### src/sv/tmrq_pkg.sv
package tmrq_pkg;

    typedef struct packed {
        logic [7:0]  handle;
        logic [15:0] tag;
        logic [7:0]  repeats;
        logic [15:0] interval;
        logic [31:0] shown_at;
    } t_entry;

    localparam logic [2:0] CMD_NEW    = 3'd0;
    localparam logic [2:0] CMD_CLEAR  = 3'd1;
    localparam logic [2:0] CMD_END    = 3'd2;
    localparam logic [2:0] CMD_EDGE   = 3'd3;
    localparam logic [2:0] CMD_RETRY  = 3'd4;

    localparam logic [2:0] ACT_NONE   = 3'd0;
    localparam logic [2:0] ACT_START  = 3'd1;
    localparam logic [2:0] ACT_SWAP   = 3'd2;
    localparam logic [2:0] ACT_ABORT  = 3'd3;
    localparam logic [2:0] ACT_ARM    = 3'd4;

    localparam logic [7:0] REP_FOREVER = 8'hFF;
    localparam logic [7:0] REP_ONE     = 8'd1;

endpackage

### src/sv/tagged_message_rotation_queue.sv
// Commands that touch only the showing message pass from idle to the done state and on
// to the output register; a queue walk alternates read and write-back for each waiting
// entry, then ends, appends where needed and finishes in done. One beat at a time; the
// single read port of the entry memory gives one read, one write-back per entry.
// Reset (i_rst_n low, synchronous): queue empty, nothing showing, max_queue_len = 8.
// Entry memory contents are not cleared; only entries below the count are ever read.
module tagged_message_rotation_queue #(
    parameter int QUEUE_DEPTH = 16
) (
    input  logic                                i_clk,
    input  logic                                i_rst_n,
    input  logic                                i_cfg_we,
    input  logic [3:0]                          i_cfg_data,
    input  logic                                i_in_valid,
    output logic                                o_in_ready,
    input  logic [2:0]                          i_cmd,
    input  logic [7:0]                          i_msg_handle,
    input  logic [15:0]                         i_msg_tag,
    input  logic                                i_msg_empty,
    input  logic signed [7:0]                   i_repeat_count,
    input  logic [15:0]                         i_interval_ms,
    input  logic [31:0]                         i_now_ms,
    output logic                                o_out_valid,
    input  logic                                i_out_ready,
    output logic [2:0]                          o_action,
    output logic [7:0]                          o_shown_handle,
    output logic                                o_dropped,
    output logic [$clog2(QUEUE_DEPTH+1)-1:0]    o_queue_count
);
    import tmrq_pkg::*;

    localparam int AW = $clog2(QUEUE_DEPTH);
    localparam int CW = $clog2(QUEUE_DEPTH + 1);
    localparam int XW = CW + 4;
    localparam logic [CW-1:0] DEPTH_C = CW'(QUEUE_DEPTH);

    typedef enum logic [2:0] {S_IDLE, S_RD, S_WR, S_END, S_APPEND, S_DONE} t_state;
    // Walk flavor: tag lookup for a new message, clear by tag, pick next eligible
    typedef enum logic [1:0] {M_TAG, M_CLR, M_EVAL} t_mode;

    t_state r_state;
    t_mode  r_mode;

    // Latched beat
    logic [7:0]  r_handle;
    logic [15:0] r_tag;
    logic        r_empty;
    logic [7:0]  r_rep;
    logic [15:0] r_iv;
    logic [31:0] r_now;

    // Showing message
    logic        r_show_valid;
    logic [7:0]  r_show_handle;
    logic [15:0] r_show_tag;
    logic [7:0]  r_show_rep;
    logic [15:0] r_show_iv;

    logic [CW-1:0] r_total;
    logic [CW-1:0] r_rd;
    logic [CW-1:0] r_wr;
    logic          r_found;
    logic [3:0]    r_max;

    // Result under construction
    logic [2:0]  r_action;
    logic [7:0]  r_shown;
    logic        r_dropped;

    // Output register
    logic          r_out_valid;
    logic [2:0]    r_o_action;
    logic [7:0]    r_o_shown;
    logic          r_o_dropped;
    logic [CW-1:0] r_o_count;

    // Memory port
    logic          mem_we;
    logic [AW-1:0] mem_waddr;
    t_entry        mem_wdata;
    logic [AW-1:0] mem_raddr;
    t_entry        mem_rdata;

    tmrq_mem #(.DEPTH(QUEUE_DEPTH)) u_mem (
        .i_clk   (i_clk),
        .i_we    (mem_we),
        .i_waddr (mem_waddr),
        .i_wdata (mem_wdata),
        .i_raddr (mem_raddr),
        .o_rdata (mem_rdata)
    );

    logic in_fire;
    logic out_free;
    assign o_in_ready = (r_state == S_IDLE);
    assign in_fire    = i_in_valid && o_in_ready;
    assign out_free   = !r_out_valid || i_out_ready;

    // Scroll end: decide keep and the decremented repeat count of the showing message
    logic       keep;
    logic [7:0] rep_dec;
    assign keep    = (r_show_rep == REP_FOREVER) || ($signed(r_show_rep) > 8'sd1);
    assign rep_dec = (r_show_rep == REP_FOREVER) ? REP_FOREVER : r_show_rep - 8'd1;

    // Per-entry decision during the walk
    logic tag_eq;
    logic elapsed;
    logic hit;
    logic drop;
    assign tag_eq  = (mem_rdata.tag == r_tag);
    assign elapsed = (r_now - mem_rdata.shown_at) >= {16'd0, mem_rdata.interval};

    always_comb begin
        hit  = 1'b0;
        drop = 1'b0;
        case (r_mode)
            M_CLR: begin
                drop = tag_eq;
            end
            M_TAG: begin
                hit  = !r_found && tag_eq;
                drop = hit && r_empty;
            end
            M_EVAL: begin
                hit  = !r_found && elapsed;
                drop = hit;
            end
            default: begin
                hit  = 1'b0;
                drop = 1'b0;
            end
        endcase
    end

    logic append_ok;
    assign append_ok = (XW'(r_total) < XW'(r_max)) && (r_total < DEPTH_C);

    // Single write port: requeue at accept, write-back during the walk, append
    always_comb begin
        mem_we    = 1'b0;
        mem_waddr = r_wr[AW-1:0];
        mem_wdata = mem_rdata;
        mem_raddr = r_rd[AW-1:0];
        case (r_state)
            S_IDLE: begin
                mem_waddr = r_total[AW-1:0];
                mem_wdata = '{r_show_handle, r_show_tag, rep_dec, r_show_iv, i_now_ms};
                mem_we    = in_fire && (i_cmd == CMD_END) && r_show_valid && keep
                            && !((r_total == '0) && (r_show_iv == '0))
                            && (r_total < DEPTH_C);
            end
            S_WR: begin
                mem_we = !drop;
                if (r_mode == M_TAG && hit) begin
                    mem_wdata = '{r_handle, r_tag, r_rep, r_iv, 32'd0};
                end
            end
            S_APPEND: begin
                mem_waddr = r_total[AW-1:0];
                mem_wdata = '{r_handle, r_tag, r_rep, r_iv, 32'd0};
                mem_we    = append_ok;
            end
            default: begin
                mem_we = 1'b0;
            end
        endcase
    end

    always_ff @(posedge i_clk) begin
        if (!i_rst_n) begin
            r_state       <= S_IDLE;
            r_mode        <= M_TAG;
            r_show_valid  <= 1'b0;
            r_show_handle <= '0;
            r_show_tag    <= '0;
            r_show_rep    <= '0;
            r_show_iv     <= '0;
            r_total       <= '0;
            r_rd          <= '0;
            r_wr          <= '0;
            r_found       <= 1'b0;
            r_max         <= 4'd8;
            r_out_valid   <= 1'b0;
            r_action      <= ACT_NONE;
            r_shown       <= '0;
            r_dropped     <= 1'b0;
        end else begin
            if (i_cfg_we) begin
                r_max <= i_cfg_data;
            end
            // Drop the result once taken; the done state reloads it itself
            if (r_out_valid && i_out_ready && r_state != S_DONE) begin
                r_out_valid <= 1'b0;
            end

            case (r_state)
                S_IDLE: begin
                    if (in_fire) begin
                        r_handle  <= i_msg_handle;
                        r_tag     <= i_msg_tag;
                        r_empty   <= i_msg_empty;
                        r_rep     <= i_repeat_count;
                        r_iv      <= i_interval_ms;
                        r_now     <= i_now_ms;
                        r_rd      <= '0;
                        r_wr      <= '0;
                        r_found   <= 1'b0;
                        r_dropped <= 1'b0;
                        case (i_cmd)
                            CMD_NEW: begin
                                if (!r_show_valid) begin
                                    r_show_valid  <= 1'b1;
                                    r_show_handle <= i_msg_handle;
                                    r_show_tag    <= i_msg_tag;
                                    r_show_rep    <= i_repeat_count;
                                    r_show_iv     <= i_interval_ms;
                                    r_action      <= ACT_START;
                                    r_shown       <= i_msg_handle;
                                    r_state       <= S_DONE;
                                end else if (i_msg_tag != '0 && i_msg_tag == r_show_tag) begin
                                    if (!i_msg_empty) begin
                                        r_show_handle <= i_msg_handle;
                                        r_show_rep    <= i_repeat_count;
                                        r_show_iv     <= i_interval_ms;
                                        r_action      <= ACT_SWAP;
                                        r_shown       <= i_msg_handle;
                                    end else begin
                                        r_show_valid <= 1'b0;
                                        r_action     <= ACT_ABORT;
                                        r_shown      <= '0;
                                    end
                                    r_state <= S_DONE;
                                end else if (i_msg_tag != '0) begin
                                    r_action <= ACT_NONE;
                                    r_shown  <= '0;
                                    r_mode   <= M_TAG;
                                    r_state  <= S_RD;
                                end else begin
                                    r_action <= ACT_NONE;
                                    r_shown  <= '0;
                                    r_state  <= S_APPEND;
                                end
                            end
                            CMD_CLEAR: begin
                                if (r_show_valid && r_show_tag == i_msg_tag) begin
                                    r_show_rep <= REP_ONE;
                                    r_action   <= ACT_ABORT;
                                end else begin
                                    r_action   <= ACT_NONE;
                                end
                                r_shown <= '0;
                                r_mode  <= M_CLR;
                                r_state <= S_RD;
                            end
                            CMD_END: begin
                                if (r_show_valid && keep && r_total == '0
                                        && r_show_iv == '0) begin
                                    // Restart in place, nothing else waits
                                    r_show_rep <= rep_dec;
                                    r_action   <= ACT_START;
                                    r_shown    <= r_show_handle;
                                    r_state    <= S_DONE;
                                end else begin
                                    if (r_show_valid && keep && r_total < DEPTH_C) begin
                                        r_total <= r_total + 1'b1;
                                    end
                                    r_show_valid <= 1'b0;
                                    r_action     <= ACT_NONE;
                                    r_shown      <= '0;
                                    r_mode       <= M_EVAL;
                                    r_state      <= S_RD;
                                end
                            end
                            CMD_EDGE: begin
                                r_action <= ACT_ABORT;
                                r_shown  <= '0;
                                r_state  <= S_DONE;
                            end
                            CMD_RETRY: begin
                                r_action <= ACT_NONE;
                                r_shown  <= '0;
                                if (!r_show_valid) begin
                                    r_mode  <= M_EVAL;
                                    r_state <= S_RD;
                                end else begin
                                    r_state <= S_DONE;
                                end
                            end
                            default: begin
                                r_action <= ACT_NONE;
                                r_shown  <= '0;
                                r_state  <= S_DONE;
                            end
                        endcase
                    end
                end
                S_RD: begin
                    r_state <= (r_rd == r_total) ? S_END : S_WR;
                end
                S_WR: begin
                    if (hit) begin
                        r_found <= 1'b1;
                    end
                    if (r_mode == M_EVAL && hit) begin
                        r_show_valid  <= 1'b1;
                        r_show_handle <= mem_rdata.handle;
                        r_show_tag    <= mem_rdata.tag;
                        r_show_rep    <= mem_rdata.repeats;
                        r_show_iv     <= mem_rdata.interval;
                        r_shown       <= mem_rdata.handle;
                    end
                    if (!drop) begin
                        r_wr <= r_wr + 1'b1;
                    end
                    r_rd    <= r_rd + 1'b1;
                    r_state <= S_RD;
                end
                S_END: begin
                    r_total <= r_wr;
                    if (r_mode == M_TAG && !r_found) begin
                        r_state <= S_APPEND;
                    end else begin
                        r_state <= S_DONE;
                    end
                    if (r_mode == M_EVAL) begin
                        if (r_found) begin
                            r_action <= ACT_START;
                        end else if (r_total == '0) begin
                            r_action <= ACT_NONE;
                        end else begin
                            r_action <= ACT_ARM;
                        end
                    end
                end
                S_APPEND: begin
                    if (append_ok) begin
                        r_total <= r_total + 1'b1;
                    end else begin
                        r_dropped <= 1'b1;
                    end
                    r_state <= S_DONE;
                end
                S_DONE: begin
                    // Hold the result until the output register frees up
                    if (out_free) begin
                        r_out_valid <= 1'b1;
                        r_o_action  <= r_action;
                        r_o_shown   <= r_shown;
                        r_o_dropped <= r_dropped;
                        r_o_count   <= r_total;
                        r_state     <= S_IDLE;
                    end
                end
                default: begin
                    r_state <= S_IDLE;
                end
            endcase
        end
    end

    assign o_out_valid    = r_out_valid;
    assign o_action       = r_o_action;
    assign o_shown_handle = r_o_shown;
    assign o_dropped      = r_o_dropped;
    assign o_queue_count  = r_o_count;

`ifndef SYNTHESIS
    a_total_bound: assert property (@(posedge i_clk) disable iff (!i_rst_n)
        r_total <= DEPTH_C)
        else $error("queue count above depth");

    a_result_from_done: assert property (@(posedge i_clk) disable iff (!i_rst_n)
        $rose(r_out_valid) |-> $past(r_state == S_DONE))
        else $error("result raised outside done state");

    a_pick_removes_one: assert property (@(posedge i_clk) disable iff (!i_rst_n)
        (r_state == S_END && r_mode == M_EVAL && r_found)
        |=> r_total == $past(r_total) - 1'b1)
        else $error("picked entry not removed");

    a_append_in_range: assert property (@(posedge i_clk) disable iff (!i_rst_n)
        (r_state == S_APPEND && mem_we) |-> (r_total < DEPTH_C))
        else $error("append past depth");
`endif

endmodule

### src/sv/tmrq_mem.sv
module tmrq_mem #(
    parameter int DEPTH = 16
) (
    input  logic                      i_clk,
    input  logic                      i_we,
    input  logic [$clog2(DEPTH)-1:0]  i_waddr,
    input  tmrq_pkg::t_entry          i_wdata,
    input  logic [$clog2(DEPTH)-1:0]  i_raddr,
    output tmrq_pkg::t_entry          o_rdata
);
    import tmrq_pkg::*;

    t_entry r_mem [DEPTH];
    t_entry r_rdata;

    always_ff @(posedge i_clk) begin
        if (i_we) begin
            r_mem[i_waddr] <= i_wdata;
        end
        r_rdata <= r_mem[i_raddr];
    end

    assign o_rdata = r_rdata;

endmodule

### config.mk
export PLATFORM = sky130hd
export DESIGN_NAME = tagged_message_rotation_queue
export DESIGN_NICKNAME = d
export VERILOG_FILES = /design/src/sv/tmrq_pkg.sv /design/src/sv/tagged_message_rotation_queue.sv /design/src/sv/tmrq_mem.sv
export SDC_FILE = /design/constraint.sdc
export NUM_CORES = 2
export LEC_CHECK = 0
export ABC_AREA = 1
export BUFFER_PORTS_ARGS = -buffer_cell sky130_fd_sc_hd__buf_2
export CORE_MARGIN = 2
export CORE_UTILIZATION = 30
export CTS_BUF_LIST = sky130_fd_sc_hd__clkbuf_8 sky130_fd_sc_hd__clkbuf_16
export CTS_CLUSTER_DIAMETER = 50
export DETAILED_ROUTE_END_ITERATION = 7
export SKIP_CTS_REPAIR_TIMING = 1
export SLEW_MARGIN = 20
export SYNTH_ARGS = -nofsm -noshare
export SYNTH_HDL_FRONTEND = slang
export SYNTH_SLANG_ARGS = --single-unit
### constraint.sdc
create_clock -name i_clk -period 6.4 [get_ports i_clk]
set_clock_uncertainty 0.1 [all_clocks]
set_input_delay 0.64 -clock i_clk [delete_from_list [all_inputs] [get_ports i_clk]]
set_output_delay 0.64 -clock i_clk [all_outputs]
set_load 0.01 [all_outputs]
==> impl_metrics.ini <==
[worst_setup_path]
required_ns = 6.72
critPathLaunchType = flop
critPathKind = reg2reg
cp_top_family = simple AND/OR/NAND/NOR gates
worstSetupEndpointType = flop
cpPeakStageDelay_ns = 0.58
slowest_stage = buf_4
critical_path_arrival_ns = 5.95
crit_top_cell = nand2_1
worstPathMaxFanout = 45
path_buf_inv = 3

[sta]
hold_ws_ns = 0.0297
max_freq_mhz = 178
rsz0062_at_grt = false
period_share_pct = 87.9
finalCriticalPeriod_ns = 5.63
setup_viol = 0
slew_violations = 0
hold_viol = 0
fin_ws_ns = 0.771
tightest_slew_ns = 1.16
slew_headroom_pct = 23.0

[detailed_routing]
route.vias.total = 45000
totalWireLength_mm = 194
postRouteAntennaNets = 0
route.detailed.drc = 28
drtIter0Drc = 5277
drt-pass1-iter-count = 8
viasPerCell = 5.26
wl_per_cell_um = 22.7

[pwr]
power_switching_uw = 11200
seq_power_share_pct = 44.3
switching_share_pct = 34.7
ir_drop_mv = 0.331
clockPowerShare_pct = 28.5
combinationalPowerShare_pct = 27.3
power.internal_uw = 21100
power.leakage_uw = 0.0259
powerDensity_nw_per_um2 = 435

[die]
dieWidth_um = 466
die_area_um2 = 217000
core_um2 = 212000
num_io_pins = 112
start_util_pct = 30.2
die_h_um = 466
num_rows = 169

[global_route]
grt_first_pass_wirelength_mm = 284
antenna_found_initial = 16
grt.total_usage_pct = 17.3
grt_pass1_vias = 42000
grt_max_degree = 212
grt_overflow = 0

[yosys]
ys_ff_latch = 1545
synth_cell_type_count = 50
ys_seq_area_share_pct = 69.9
synth_top_area_cell = edfxtp_1
synth.area.top_cells = edfxtp_1 (65%), o21ai_0 (6.4%), dfxtp_1 (5.2%), nor2_1 (4.9%), nand2_1 (3.7%)
syn_avg_cell_area_um2 = 11.7
synth_edf_count = 1378
synth_cells = 5472
syn_area_um2 = 64000
async_flop_share_pct = 0
synth.net_count = 5623
synth_top_area_share_pct = 64.7
synth-main-ff-cell = edfxtp_1
yosys_warnings = 0

[place]
dp_worst_setup_slack_ns = 0.835
post-dp-hpwl_mm = 117
numPortBuffers = 111
gp_congestion = 0.893
dp_cells = 8190

[layout]
final_common_cell = edfxtp_1
area_growth_pct = 16.1
fin_nets = 5747
layout_common_cells = edfxtp_1 (1378), nor2_1 (805), o21ai_0 (801)
layout.cells.non_filler = 8552
drive_gt1_share_pct = 9.73

[hold_path]
min_path_type = in2reg

[flow_run]
max_cap_viol_count = 0

[outcome]
status = finished, violations left
violations = design-rule violations

[clock_tree]
htree_levels = 4
cts_tree = built
cts_inserted_buffers = 157
clkSinkCount = 1545
cts_buffer_depth = 3
clk_pin_slew_worst_paths_ns = 0.06
clk_latency_ns = 0.82
root_buffer = clkbuf_16
## area by class of cell
class | instances | area (um^2)
Antenna cell | 4 | 10.0
Timing Repair Buffer | 309 | 2560
Fill cell | 20500 | 138000
Tap cell | 2821 | 3530
Multi-Input combinational cell | 3265 | 17000
Clock inverter | 124 | 1130
Clock buffer | 166 | 4060
Sequential cell | 1545 | 44700
Inverter | 318 | 1220
## metal layers
layer  GRT usage [%]  up-vias  routed length (um)
li1                -    20200                   -
met1            24.9    22500               84500
met2            26.5     2049               87400
met3            3.50      276               17500
met4            4.61        4                4780
met5               0        -                  20
## sequential cells by signal, summed over array words and instances (netlist names), 4 cells and up
register        flops
r_show_handle       8
r_total             5
r_show_tag         16
r_wr                5
r_rep               8
r_iv               16
r_max               4
r_show_iv          16
r_shown             8
o_queue_count       5
u_mem.r_mem      1280
r_now              32
r_rd                5
r_handle            8
o_shown_handle      8
r_show_rep          8
u_mem.o_rdata      80
r_tag              16
## tightest hold or removal path, cell delays in order
cell and delay, ns:
buf_2 0.10, o21ai_0 0.07, nor2_1 0.08
## cells in the mapped netlist, types with 2 or more instances
| library cell | count |
|---|---|
| inv_2 | 8 |
| nand3b_1 | 44 |
| a211oi_1 | 5 |
| and2_1 | 2 |
| a21oi_1 | 115 |
| inv_1 | 303 |
| nor3_1 | 13 |
| xor2_1 | 21 |
| nand2_2 | 4 |
| a22oi_1 | 24 |
| xnor2_1 | 16 |
| o211ai_1 | 76 |
| ha_1 | 57 |
| o21ai_0 | 819 |
| o2111ai_1 | 2 |
| o22ai_1 | 81 |
| a31oi_1 | 33 |
| a221o_1 | 7 |
| clkbuf_1 | 312 |
| buf_1 | 18 |
| buf_2 | 4 |
| nor2_1 | 827 |
| dfxtp_1 | 167 |
| or2_2 | 6 |
| nand2_1 | 631 |
| a221oi_1 | 4 |
| buf_4 | 4 |
| nor2_2 | 5 |
| nand4_1 | 33 |
| o31ai_1 | 2 |
| buf_6 | 6 |
| nor4_1 | 4 |
| o221ai_1 | 245 |
| nand3_1 | 176 |
| clkinv_1 | 6 |
| edfxtp_1 | 1378 |
## logic make-up after synthesis
logic type / count (synthesis) / share of synthesized area [%]
flip-flops: 1545 / 69.9
AO/OA/AOI/OAI: 1420 / 13.3
buffers and inverters: 662 / 3.99
adder cells (fa/ha/maj): 58 / 1.15
AND/OR/NAND/NOR: 1750 / 11.1
XOR/XNOR: 37 / 0.507
## per-stage QoR
stage	total power (uW)	instance area, um^2	utilization, %	TNS, ns
floorplan	19100	64000	-	-628.58
finish	32300	74300	35.0	0
detailed placement	23200	68400	32.2	0
global route	33700	74300	35.0	0
CTS	32300	73600	34.7	0
global placement	23100	68400	32.2	0
## path summary, 6_finish.rpt
| path | from | to | slack (ns) | depth (start not counted) |
|---|---|---|---|---|
| worst min-delay path | i_cfg_we | r_max[0]$_SDFFE_PN0P_ | 0.03 | 3 |
| worst min register to register | r_action[1]$_SDFFE_PN0P_ | o_action[1]$_DFFE_PP_ | 0.33 | 0 |
| worst max register to register | r_now[0]$_DFFE_PP_ | u_mem.r_mem[0][13]$_DFFE_PP_ | 0.77 | 26 |
| worst max-delay path | r_now[0]$_DFFE_PP_ | u_mem.r_mem[0][13]$_DFFE_PP_ | 0.77 | 26 |
## power by group through the flow
stage	sequential, uW	combinational [uW]	clock, uW
after floorplan	14500	4630	0
after global placement	14500	8570	0
after detailed placement	14500	8660	0
after CTS	14300	8680	9350
after global routing	14400	9560	9760
final	14300	8820	9200
No activity file was read; power rests on OpenSTA's default activity.
